**src/rtl/grmmf_pkg.sv**
```systemverilog
// Shared types and constants for the gyro rate median and mean filter.
package grmmf_pkg;

  localparam int RAW_W     = 16;
  localparam int BIAS_W    = 20;
  localparam int GAIN_W    = 24;
  localparam int OUT_W     = 24;
  localparam int CORR_W    = 21;
  localparam int MED_W     = 22;
  localparam int ALU_W     = 22;
  localparam int CFG_IDX_W = 2;
  localparam int CFG_W     = 24;
  localparam int ROUND_SH  = 21;
  localparam int PROD_W    = MED_W + GAIN_W + 1;
  localparam int SCL_W     = PROD_W - ROUND_SH;

  localparam logic [GAIN_W-1:0] GAIN_RESET = 24'd1144445;

  localparam logic [CFG_IDX_W-1:0] REG_DEVICE_READY = 2'd0;
  localparam logic [CFG_IDX_W-1:0] REG_RATE_BIAS    = 2'd1;
  localparam logic [CFG_IDX_W-1:0] REG_RATE_GAIN    = 2'd2;

  typedef enum logic [2:0] {
    ST_IDLE,
    ST_MED_LOAD,
    ST_MED_CMP,
    ST_MEAN,
    ST_DIV,
    ST_MUL,
    ST_SCALE,
    ST_OUT
  } state_e;

  typedef struct packed {
    logic signed [ALU_W-1:0] diff;
    logic                    neg;
    logic                    zero;
  } alu_res_t;

endpackage

```
**src/rtl/grmmf_sub_unit.sv**
```systemverilog
// Shared subtract unit: difference with sign and zero flags for compares and divide steps.
module grmmf_sub_unit (
  input  logic signed [grmmf_pkg::ALU_W-1:0] a_i,
  input  logic signed [grmmf_pkg::ALU_W-1:0] b_i,
  output grmmf_pkg::alu_res_t                res_o
);

  logic signed [grmmf_pkg::ALU_W:0] diff_wide;

  assign diff_wide  = {a_i[grmmf_pkg::ALU_W-1], a_i} - {b_i[grmmf_pkg::ALU_W-1], b_i};
  assign res_o.diff = diff_wide[grmmf_pkg::ALU_W-1:0];
  assign res_o.neg  = diff_wide[grmmf_pkg::ALU_W];
  assign res_o.zero = (diff_wide == '0);

endmodule

```
**src/rtl/gyro_rate_median_mean_filter.sv**
```systemverilog
// Top level of the gyro rate filter: bias removal, median, moving mean and gain scaling.
//
// Input channel s_axis: one gyro sample per transfer, tdata = raw_rate, tuser = sample_ok.
// Output channel m_axis: exactly one result per input transfer, tdata = filtered_rate,
// tuser = read_ok. Results leave in input order.
// Configuration: cfg_we_i writes cfg_data_i into register cfg_index_i (0 device_ready,
// 1 rate_bias, 2 rate_gain); other indexes are ignored. Write only while idle.
// A held sample (sample_ok low or device not ready) repeats the last output with
// read_ok low and goes straight from idle to the output load state, which fills the output register.
// A new sample runs median ranking over the n filled median entries (n up to
// MEDIAN_DEPTH) on the shared subtract unit, then the mean window update, then restoring
// division by the mean fill count on the same unit, then gain multiply, rounding
// and output load into the output register.
// One sample is in work at a time; s_axis_tready is high only while the sequencer idles.
// The output register holds a finished result until m_axis_tready takes it; a new
// sample may be accepted meanwhile, and its result waits for the register to free.
// Reset clears the fill counts, the last output and the registers to their defaults;
// window contents are only read once written, so they need no clearing.
module gyro_rate_median_mean_filter #(
  parameter int MEDIAN_DEPTH = 4,
  parameter int MEAN_DEPTH   = 8
) (
  input  logic                              clk_i,
  input  logic                              rst_ni,
  input  logic                              s_axis_tvalid,
  output logic                              s_axis_tready,
  input  logic [grmmf_pkg::RAW_W-1:0]       s_axis_tdata,   // [15:0] raw_rate
  input  logic [0:0]                        s_axis_tuser,   // [0] sample_ok
  output logic                              m_axis_tvalid,
  input  logic                              m_axis_tready,
  output logic [grmmf_pkg::OUT_W-1:0]       m_axis_tdata,   // [23:0] filtered_rate
  output logic [0:0]                        m_axis_tuser,   // [0] read_ok
  input  logic                              cfg_we_i,
  input  logic [grmmf_pkg::CFG_IDX_W-1:0]   cfg_index_i,
  input  logic [grmmf_pkg::CFG_W-1:0]       cfg_data_i
);

  localparam int MED_IW  = (MEDIAN_DEPTH > 1) ? $clog2(MEDIAN_DEPTH) : 1;
  localparam int MED_NW  = $clog2(MEDIAN_DEPTH + 1);
  localparam int MEAN_IW = (MEAN_DEPTH > 1) ? $clog2(MEAN_DEPTH) : 1;
  localparam int MEAN_NW = $clog2(MEAN_DEPTH + 1);
  localparam int SUM_W   = grmmf_pkg::MED_W + $clog2(MEAN_DEPTH);
  localparam int DIV_CW  = $clog2(grmmf_pkg::MED_W);

  localparam int CORR_W = grmmf_pkg::CORR_W;
  localparam int MED_W  = grmmf_pkg::MED_W;
  localparam int ALU_W  = grmmf_pkg::ALU_W;
  localparam int OUT_W  = grmmf_pkg::OUT_W;

  grmmf_pkg::state_e state_q, state_d;

  // configuration
  logic                                    dev_ready_q;
  logic signed [grmmf_pkg::BIAS_W-1:0]     bias_q;
  logic        [grmmf_pkg::GAIN_W-1:0]     gain_q;

  // median window
  logic signed [CORR_W-1:0] med_win_q [MEDIAN_DEPTH];
  logic [MED_IW-1:0]        med_widx_q;
  logic                     med_filled_q;
  logic [MED_NW-1:0]        med_n_q;
  logic [MED_IW-1:0]        med_i_q, med_j_q, rank_q;
  logic signed [CORR_W-1:0] cand_q;
  logic signed [CORR_W-1:0] lo_q, hi_q;

  // mean window
  logic signed [MED_W-1:0]  mean_win_q [MEAN_DEPTH];
  logic [MEAN_IW-1:0]       mean_widx_q;
  logic                     mean_filled_q;
  logic [MEAN_NW-1:0]       mean_n_q;
  logic signed [SUM_W-1:0]  sum_q;

  // divider and scaling
  logic [MEAN_NW-1:0]                     rem_q;
  logic [MED_W-1:0]                       dq_q;
  logic [DIV_CW-1:0]                      div_cnt_q;
  logic                                   mean_neg_q;
  logic signed [grmmf_pkg::PROD_W-1:0]    prod_q;
  logic signed [OUT_W-1:0]                last_q;
  logic                                   ok_q;

  // output register
  logic                     m_valid_q;
  logic [OUT_W-1:0]         m_data_q;
  logic                     m_user_q;

  // shared unit
  logic signed [ALU_W-1:0]  alu_a, alu_b;
  grmmf_pkg::alu_res_t      alu_res;

  grmmf_sub_unit u_sub (
    .a_i   (alu_a),
    .b_i   (alu_b),
    .res_o (alu_res)
  );

  // configuration writes
  always_ff @(posedge clk_i or negedge rst_ni) begin
    if (!rst_ni) begin
      dev_ready_q <= 1'b0;
      bias_q      <= '0;
      gain_q      <= grmmf_pkg::GAIN_RESET;
    end else if (cfg_we_i) begin
      unique case (cfg_index_i)
        grmmf_pkg::REG_DEVICE_READY: dev_ready_q <= cfg_data_i[0];
        grmmf_pkg::REG_RATE_BIAS:    bias_q      <= cfg_data_i[grmmf_pkg::BIAS_W-1:0];
        grmmf_pkg::REG_RATE_GAIN:    gain_q      <= cfg_data_i[grmmf_pkg::GAIN_W-1:0];
        default: ;
      endcase
    end
  end

  // bias removal and saturation
  logic signed [MED_W-1:0]  corr_wide;
  logic signed [CORR_W-1:0] corr;
  logic                     take_in, take_ok;

  assign corr_wide = {{(MED_W - grmmf_pkg::RAW_W - 4){s_axis_tdata[grmmf_pkg::RAW_W-1]}},
                      s_axis_tdata, 4'b0000}
                   - {{(MED_W - grmmf_pkg::BIAS_W){bias_q[grmmf_pkg::BIAS_W-1]}}, bias_q};

  always_comb begin
    if (corr_wide[MED_W-1] != corr_wide[MED_W-2]) begin
      corr = corr_wide[MED_W-1] ? {1'b1, {(CORR_W-1){1'b0}}} : {1'b0, {(CORR_W-1){1'b1}}};
    end else begin
      corr = corr_wide[CORR_W-1:0];
    end
  end

  assign take_in = (state_q == grmmf_pkg::ST_IDLE) && s_axis_tvalid;
  assign take_ok = s_axis_tuser[0] & dev_ready_q;

  // median window push
  logic              med_wrap;
  logic [MED_IW-1:0] med_widx_nx;
  logic              med_filled_nx;
  logic [MED_NW-1:0] med_n_nx;

  assign med_wrap      = (med_widx_q == MED_IW'(MEDIAN_DEPTH - 1));
  assign med_widx_nx   = med_wrap ? '0 : med_widx_q + 1'b1;
  assign med_filled_nx = med_filled_q | med_wrap;
  assign med_n_nx      = med_filled_nx ? MED_NW'(MEDIAN_DEPTH) : MED_NW'(med_widx_q) + 1'b1;

  // median ranking
  logic [MED_IW-1:0]        rd_idx;
  logic signed [CORR_W-1:0] rd_val;
  logic                     less;
  logic [MED_NW-1:0]        rank_fin, half;
  logic                     hit_hi, hit_lo, last_j, last_i;

  assign rd_idx   = (state_q == grmmf_pkg::ST_MED_LOAD) ? med_i_q : med_j_q;
  assign rd_val   = med_win_q[rd_idx];
  assign less     = alu_res.neg | (alu_res.zero & (med_j_q < med_i_q));
  assign rank_fin = MED_NW'(rank_q) + MED_NW'(less);
  assign half     = med_n_q >> 1;
  assign hit_hi   = (rank_fin == half);
  assign hit_lo   = med_n_q[0] ? hit_hi : (rank_fin == half - 1'b1);
  assign last_j   = (MED_NW'(med_j_q) == med_n_q - 1'b1);
  assign last_i   = (MED_NW'(med_i_q) == med_n_q - 1'b1);

  // mean window update
  logic signed [MED_W-1:0]  med_val, old_val;
  logic signed [SUM_W-1:0]  sum_d, u_val;
  logic                     mean_wrap, mean_filled_nx;
  logic [MEAN_IW-1:0]       mean_widx_nx;
  logic [MEAN_NW-1:0]       mean_n_nx;

  assign med_val        = MED_W'(lo_q) + MED_W'(hi_q);
  assign old_val        = mean_win_q[mean_widx_q];
  assign sum_d          = sum_q + SUM_W'(med_val) - (mean_filled_q ? SUM_W'(old_val) : '0);
  assign u_val          = sum_d[SUM_W-1] ? ~sum_d : sum_d;
  assign mean_wrap      = (mean_widx_q == MEAN_IW'(MEAN_DEPTH - 1));
  assign mean_widx_nx   = mean_wrap ? '0 : mean_widx_q + 1'b1;
  assign mean_filled_nx = mean_filled_q | mean_wrap;
  assign mean_n_nx      = mean_filled_nx ? MEAN_NW'(MEAN_DEPTH)
                                         : MEAN_NW'(mean_widx_q) + 1'b1;

  // divide step
  logic [MEAN_NW:0] trial;
  logic             div_last;

  assign trial    = {rem_q, dq_q[MED_W-1]};
  assign div_last = (div_cnt_q == DIV_CW'(MED_W - 1));

  always_comb begin
    if (state_q == grmmf_pkg::ST_DIV) begin
      alu_a = {{(ALU_W - MEAN_NW - 1){1'b0}}, trial};
      alu_b = {{(ALU_W - MEAN_NW){1'b0}}, mean_n_q};
    end else begin
      alu_a = {{(ALU_W - CORR_W){rd_val[CORR_W-1]}}, rd_val};
      alu_b = {{(ALU_W - CORR_W){cand_q[CORR_W-1]}}, cand_q};
    end
  end

  // gain and rounding
  logic signed [MED_W-1:0]                mean_val;
  logic signed [grmmf_pkg::PROD_W-1:0]    rnd;
  logic signed [grmmf_pkg::SCL_W-1:0]     scl;
  logic signed [OUT_W-1:0]                y_sat;

  assign mean_val = mean_neg_q ? ~dq_q : dq_q;
  assign rnd      = prod_q + (grmmf_pkg::PROD_W'(1) << (grmmf_pkg::ROUND_SH - 1));
  assign scl      = rnd[grmmf_pkg::PROD_W-1:grmmf_pkg::ROUND_SH];

  always_comb begin
    if (scl[grmmf_pkg::SCL_W-1:OUT_W-1] != {(grmmf_pkg::SCL_W - OUT_W + 1){1'b0}} &&
        scl[grmmf_pkg::SCL_W-1:OUT_W-1] != {(grmmf_pkg::SCL_W - OUT_W + 1){1'b1}}) begin
      y_sat = scl[grmmf_pkg::SCL_W-1] ? {1'b1, {(OUT_W-1){1'b0}}} : {1'b0, {(OUT_W-1){1'b1}}};
    end else begin
      y_sat = scl[OUT_W-1:0];
    end
  end

  logic out_free;
  assign out_free = !m_valid_q || m_axis_tready;

  // sequencer
  always_ff @(posedge clk_i or negedge rst_ni) begin
    if (!rst_ni) begin
      state_q <= grmmf_pkg::ST_IDLE;
    end else begin
      state_q <= state_d;
    end
  end

  always_comb begin
    state_d = state_q;
    unique case (state_q)
      grmmf_pkg::ST_IDLE: begin
        if (s_axis_tvalid) begin
          state_d = take_ok ? grmmf_pkg::ST_MED_LOAD : grmmf_pkg::ST_OUT;
        end
      end
      grmmf_pkg::ST_MED_LOAD: state_d = grmmf_pkg::ST_MED_CMP;
      grmmf_pkg::ST_MED_CMP: begin
        if (last_j) begin
          state_d = last_i ? grmmf_pkg::ST_MEAN : grmmf_pkg::ST_MED_LOAD;
        end
      end
      grmmf_pkg::ST_MEAN: state_d = grmmf_pkg::ST_DIV;
      grmmf_pkg::ST_DIV: begin
        if (div_last) begin
          state_d = grmmf_pkg::ST_MUL;
        end
      end
      grmmf_pkg::ST_MUL:   state_d = grmmf_pkg::ST_SCALE;
      grmmf_pkg::ST_SCALE: state_d = grmmf_pkg::ST_OUT;
      grmmf_pkg::ST_OUT: begin
        if (out_free) begin
          state_d = grmmf_pkg::ST_IDLE;
        end
      end
      default: state_d = grmmf_pkg::ST_IDLE;
    endcase
  end

  // control state
  always_ff @(posedge clk_i or negedge rst_ni) begin
    if (!rst_ni) begin
      med_widx_q    <= '0;
      med_filled_q  <= 1'b0;
      mean_widx_q   <= '0;
      mean_filled_q <= 1'b0;
      sum_q         <= '0;
      last_q        <= '0;
      m_valid_q     <= 1'b0;
    end else begin
      if (take_in && take_ok) begin
        med_widx_q   <= med_widx_nx;
        med_filled_q <= med_filled_nx;
      end
      if (state_q == grmmf_pkg::ST_MEAN) begin
        mean_widx_q   <= mean_widx_nx;
        mean_filled_q <= mean_filled_nx;
        sum_q         <= sum_d;
      end
      if (state_q == grmmf_pkg::ST_SCALE) begin
        last_q <= y_sat;
      end
      if (state_q == grmmf_pkg::ST_OUT && out_free) begin
        m_valid_q <= 1'b1;
      end else if (m_axis_tready) begin
        m_valid_q <= 1'b0;
      end
    end
  end

  // datapath
  always_ff @(posedge clk_i) begin
    if (take_in) begin
      ok_q <= take_ok;
      if (take_ok) begin
        med_win_q[med_widx_q] <= corr;
        med_n_q               <= med_n_nx;
        med_i_q               <= '0;
      end
    end
    unique case (state_q)
      grmmf_pkg::ST_MED_LOAD: begin
        cand_q  <= rd_val;
        med_j_q <= '0;
        rank_q  <= '0;
      end
      grmmf_pkg::ST_MED_CMP: begin
        rank_q <= rank_fin[MED_IW-1:0];
        if (last_j) begin
          if (hit_hi) hi_q <= cand_q;
          if (hit_lo) lo_q <= cand_q;
          med_i_q <= med_i_q + 1'b1;
        end else begin
          med_j_q <= med_j_q + 1'b1;
        end
      end
      grmmf_pkg::ST_MEAN: begin
        mean_win_q[mean_widx_q] <= med_val;
        mean_n_q   <= mean_n_nx;
        mean_neg_q <= sum_d[SUM_W-1];
        rem_q      <= MEAN_NW'(u_val >> MED_W);
        dq_q       <= u_val[MED_W-1:0];
        div_cnt_q  <= '0;
      end
      grmmf_pkg::ST_DIV: begin
        rem_q     <= alu_res.neg ? trial[MEAN_NW-1:0] : alu_res.diff[MEAN_NW-1:0];
        dq_q      <= {dq_q[MED_W-2:0], ~alu_res.neg};
        div_cnt_q <= div_cnt_q + 1'b1;
      end
      grmmf_pkg::ST_MUL: begin
        prod_q <= mean_val * $signed({1'b0, gain_q});
      end
      grmmf_pkg::ST_OUT: begin
        if (out_free) begin
          m_data_q <= last_q;
          m_user_q <= ok_q;
        end
      end
      default: ;
    endcase
  end

  assign s_axis_tready   = (state_q == grmmf_pkg::ST_IDLE);
  assign m_axis_tvalid   = m_valid_q;
  assign m_axis_tdata    = m_data_q;
  assign m_axis_tuser[0] = m_user_q;

endmodule
```
**config.mk**
```make
export PLATFORM = sky130hd
export DESIGN_NAME = gyro_rate_median_mean_filter
export DESIGN_NICKNAME = d
export VERILOG_FILES = /design/src/rtl/grmmf_pkg.sv /design/src/rtl/grmmf_sub_unit.sv /design/src/rtl/gyro_rate_median_mean_filter.sv
export SDC_FILE = /design/constraint.sdc
export NUM_CORES = 2
export LEC_CHECK = 0
export ABC_AREA = 1
export BUFFER_PORTS_ARGS = -buffer_cell sky130_fd_sc_hd__buf_2
export CORE_UTILIZATION = 35
export CTS_CLUSTER_DIAMETER = 200
export CTS_CLUSTER_SIZE = 8
export DETAILED_ROUTE_END_ITERATION = 12
export GPL_TIMING_DRIVEN = 1
export RECOVER_POWER = 25
export SLEW_MARGIN = 0
export SYNTH_ARGS = -nofsm -noshare
export SYNTH_HDL_FRONTEND = slang
export SYNTH_SLANG_ARGS = --single-unit
```
**constraint.sdc**
```tcl
create_clock -name clk_i -period 6.4 [get_ports clk_i]
set_input_delay 1.28 -clock clk_i [delete_from_list [all_inputs] [get_ports clk_i]]
set_output_delay 1.28 -clock clk_i [all_outputs]
set_load 0.005 [all_outputs]
```
==> flow_summary.ini <==
[run_status]
status = finished with violations
violations = capacitance limit, slew limit, setup timing

[logic_synthesis]
synth-seq-cells = 526
synthesis.nets = 5585
synth_seq_area_share_pct = 34.7
synth_cell_type_count = 63
synth.cell_area_mm2 = 0.0440
async_flop_share_pct = 20.0
syn_inst = 4789
synth_ff_type = edfxtp_1
yosysWarnings = 0
synth-edff-count = 419
synth_area_leaders = edfxtp_1 29%, fa_1 21%, nand2_1 8.6%
synth_top_cell_by_area = edfxtp_1
synth_area_per_cell_um2 = 9.19
synth_top_cell_area_share_pct = 28.6

[timing]
period_needed_ns = 6.78
max_clock_freq_mhz = 147
finalSetupViolations = 25
slew_violations = 177
finalHoldViolations = 0
timing.final.crit_share_pct = 106
rsz0062_at_grt = yes
setup_ws_ns = -0.383
tightest_slew_ns = 3.80
skew_ns = 0.0471
timing.slew.headroom_pct = -153

[detailed_routing]
dr_total_vias = 34200
postRouteAntennaNets = 0
drtPass1Iterations = 5
wl_per_cell_um = 18.9
drt_iter0_drc = 2331
routed_wl_um = 130000
avgViaCountPerCell = 4.98
post-route-drc-count = 0

[finish]
fin_nets = 5958
stdcell_count = 6862
final_cell_mix = 971 x nand2_1, 811 x inv_1, 450 x fa_1, 419 x edfxtp_1, 404 x nor2_1
area_growth_pct = 18.5
post_route_cells_drive_above_1_share_pct = 16.4
final_common_cell = nand2_1
diodes = 0
nFillCells = 12100

[floorplanning]
rows = 129
die_h_um = 357
core_mm2 = 0.124
dieArea_mm2 = 0.127
start_util_pct = 35.5
ios = 75
die_w_um = 357

[clock_tree]
clkSinkCount = 526
clk_pin_slew_ns = 0.06
clock_latency_ns = 0.67
htreeDepth = 3
clockRootBuffer = clkbuf_16
cts_made_buffers = 76
tritoncts = done
clockBufferDepth = 3

[worst_setup_path]
crit_type = reg -> reg
worstSetupEndpointType = register
worst_ep_required_time_ns = 6.79
arrival_ns = 7.17
start_kind = register
crit_fanout = 14

[job]
cap_violations = 5

[global_route]
gr-usage-met2_pct = 35.4
use_met1_pct = 26.5
grt_max_degree = 54
antenna_found_initial = 0
grt-ovfl-total = 0
grt_pass1_wl_um = 201000
grt_use_met3_pct = 2.74
busiest_layer = met2
first_global_vias = 34900
grt_use_total_pct = 20.7

[place]
gp_routability_congestion = 0.933
dp_hpwl_um = 102000
dp_cells = 6702
io_buffers = 74

[hold_path]
hold_class = reg -> reg
## cells by family (layout without fill, tap and decap cells)
| family | after synthesis | in the layout | synth area share, % |
|---|---|---|---|
| xor+xnor | 119 | 119 | 2.37 |
| simple gates | 1821 | 1821 | 17.3 |
| compound gates | 569 | 569 | 7.62 |
| fa+ha+maj | 748 | 748 | 29.2 |
| buf+inv | 1004 | 1440 | 8.76 |
| mux | 2 | 2 | 0.0455 |
| flops | 526 | 526 | 34.7 |
## stage by stage
stage / TNS [ns] / utilization [%] / setup slack, ns / area, um2 / hold WS (ns)
floorplan: 0 / - / 0.00431 / 44100 / 0.400
global placement: -9.77 / 39.4 / -0.467 / 48900 / 0.408
detailed placement: -11.38 / 39.4 / -0.546 / 48900 / 0.433
CTS: -7.51 / 41.6 / -0.361 / 51600 / 0.443
global route: -23.52 / 42.0 / -0.622 / 52100 / 0.448
finish: -6.84 / 42.0 / -0.383 / 52100 / 0.443
## layer usage
| metal | part of all wire (%) | routed length [um] | vias to the layer above |
|---|---|---|---|
| li1 | - | - | 16000 |
| met1 | 42 | 55100 | 16900 |
| met2 | 48 | 62600 | 1011 |
| met3 | 5.3 | 6810 | 254 |
| met4 | 4.1 | 5270 | 0 |
| met5 | 0 | 0 | - |
## synth_stat cells, types with 52 or more instances
cell and count:
nand4_1 52, a21oi_1 186, nand3_1 162, dfrtp_1 92, nand2_1 1011, clkbuf_1 124, edfxtp_1 419, fa_1 463
ha_1 285, xor2_1 78, inv_1 828, o21ai_0 205, nor2_1 444
## sequential cells by signal, indices dropped and copies added, names as in the netlist, 22 cells and up
register      flops
mean_win_q      176
med_win_q        84
prod_q           27
sum_q            25
gain_q           24
last_q           24
m_axis_tdata     24
dq_q             22
## worst max-delay path, cell delays in order, from the launching register on
cell and delay (ns):
edfxtp_1 0.45, buf_12 0.19, or2_2 0.32, nand2_4 0.09, clkinvlp_4 0.10, buf_4 0.18
nand2_1 0.08, fa_1 0.44, fa_1 0.54, inv_1 0.05, fa_1 0.50, fa_1 0.58
fa_1 0.43, fa_1 0.50, inv_1 0.05, fa_1 0.50, inv_1 0.07, ha_4 0.28
buf_4 0.12, nand2_1 0.09, nor2_2 0.15, inv_2 0.07, nor4_2 0.28, nand2_1 0.14
nand2_4 0.12, nand2_2 0.08, nand3_1 0.07, nand2_1 0.07
## layout make-up
cell class / instances / area, um2 / area share (%)
Multi-Input combinational cell: 3259 / 25700 / 49.4
Sequential cell: 526 / 15300 / 29.3
Clock inverter: 9 / 183 / 0.350
Tap cell: 1637 / 2050 / 3.93
Clock buffer: 132 / 2110 / 4.05
Inverter: 852 / 3200 / 6.15
Timing Repair Buffer: 447 / 3560 / 6.82
## path summary, 6_finish.rpt
path | from | cells after the start | end | slack [ns]
setup / recovery | mean_neg_q | 27 | prod_q[36] | -0.38
hold / removal | last_q[11] | 0 | m_axis_tdata[11] | 0.44
setup reg to reg | mean_neg_q | 27 | prod_q[36] | -0.38
hold reg to reg | last_q[11] | 0 | m_axis_tdata[11] | 0.44
max in group asynchronous | rst_ni | 2 | gain_q[17] | 2.15
min in group asynchronous | rst_ni | 1 | sum_q[5] | 1.95
## what timing repair did
action | 4_1_cts | 5_1_grt
endpoints found under the setup margin | 27 | 48
cloned | 1 | 1
resized for setup | 71 | 133
hold endpoints to repair | 0 | 0
hold buffers | 0 | 0
pin swaps | 25 | 34
buffers inserted | 9 | 8
Power is not shown: default switching activity piles up to over one toggle a cycle in this logic, so the estimate is an artifact.
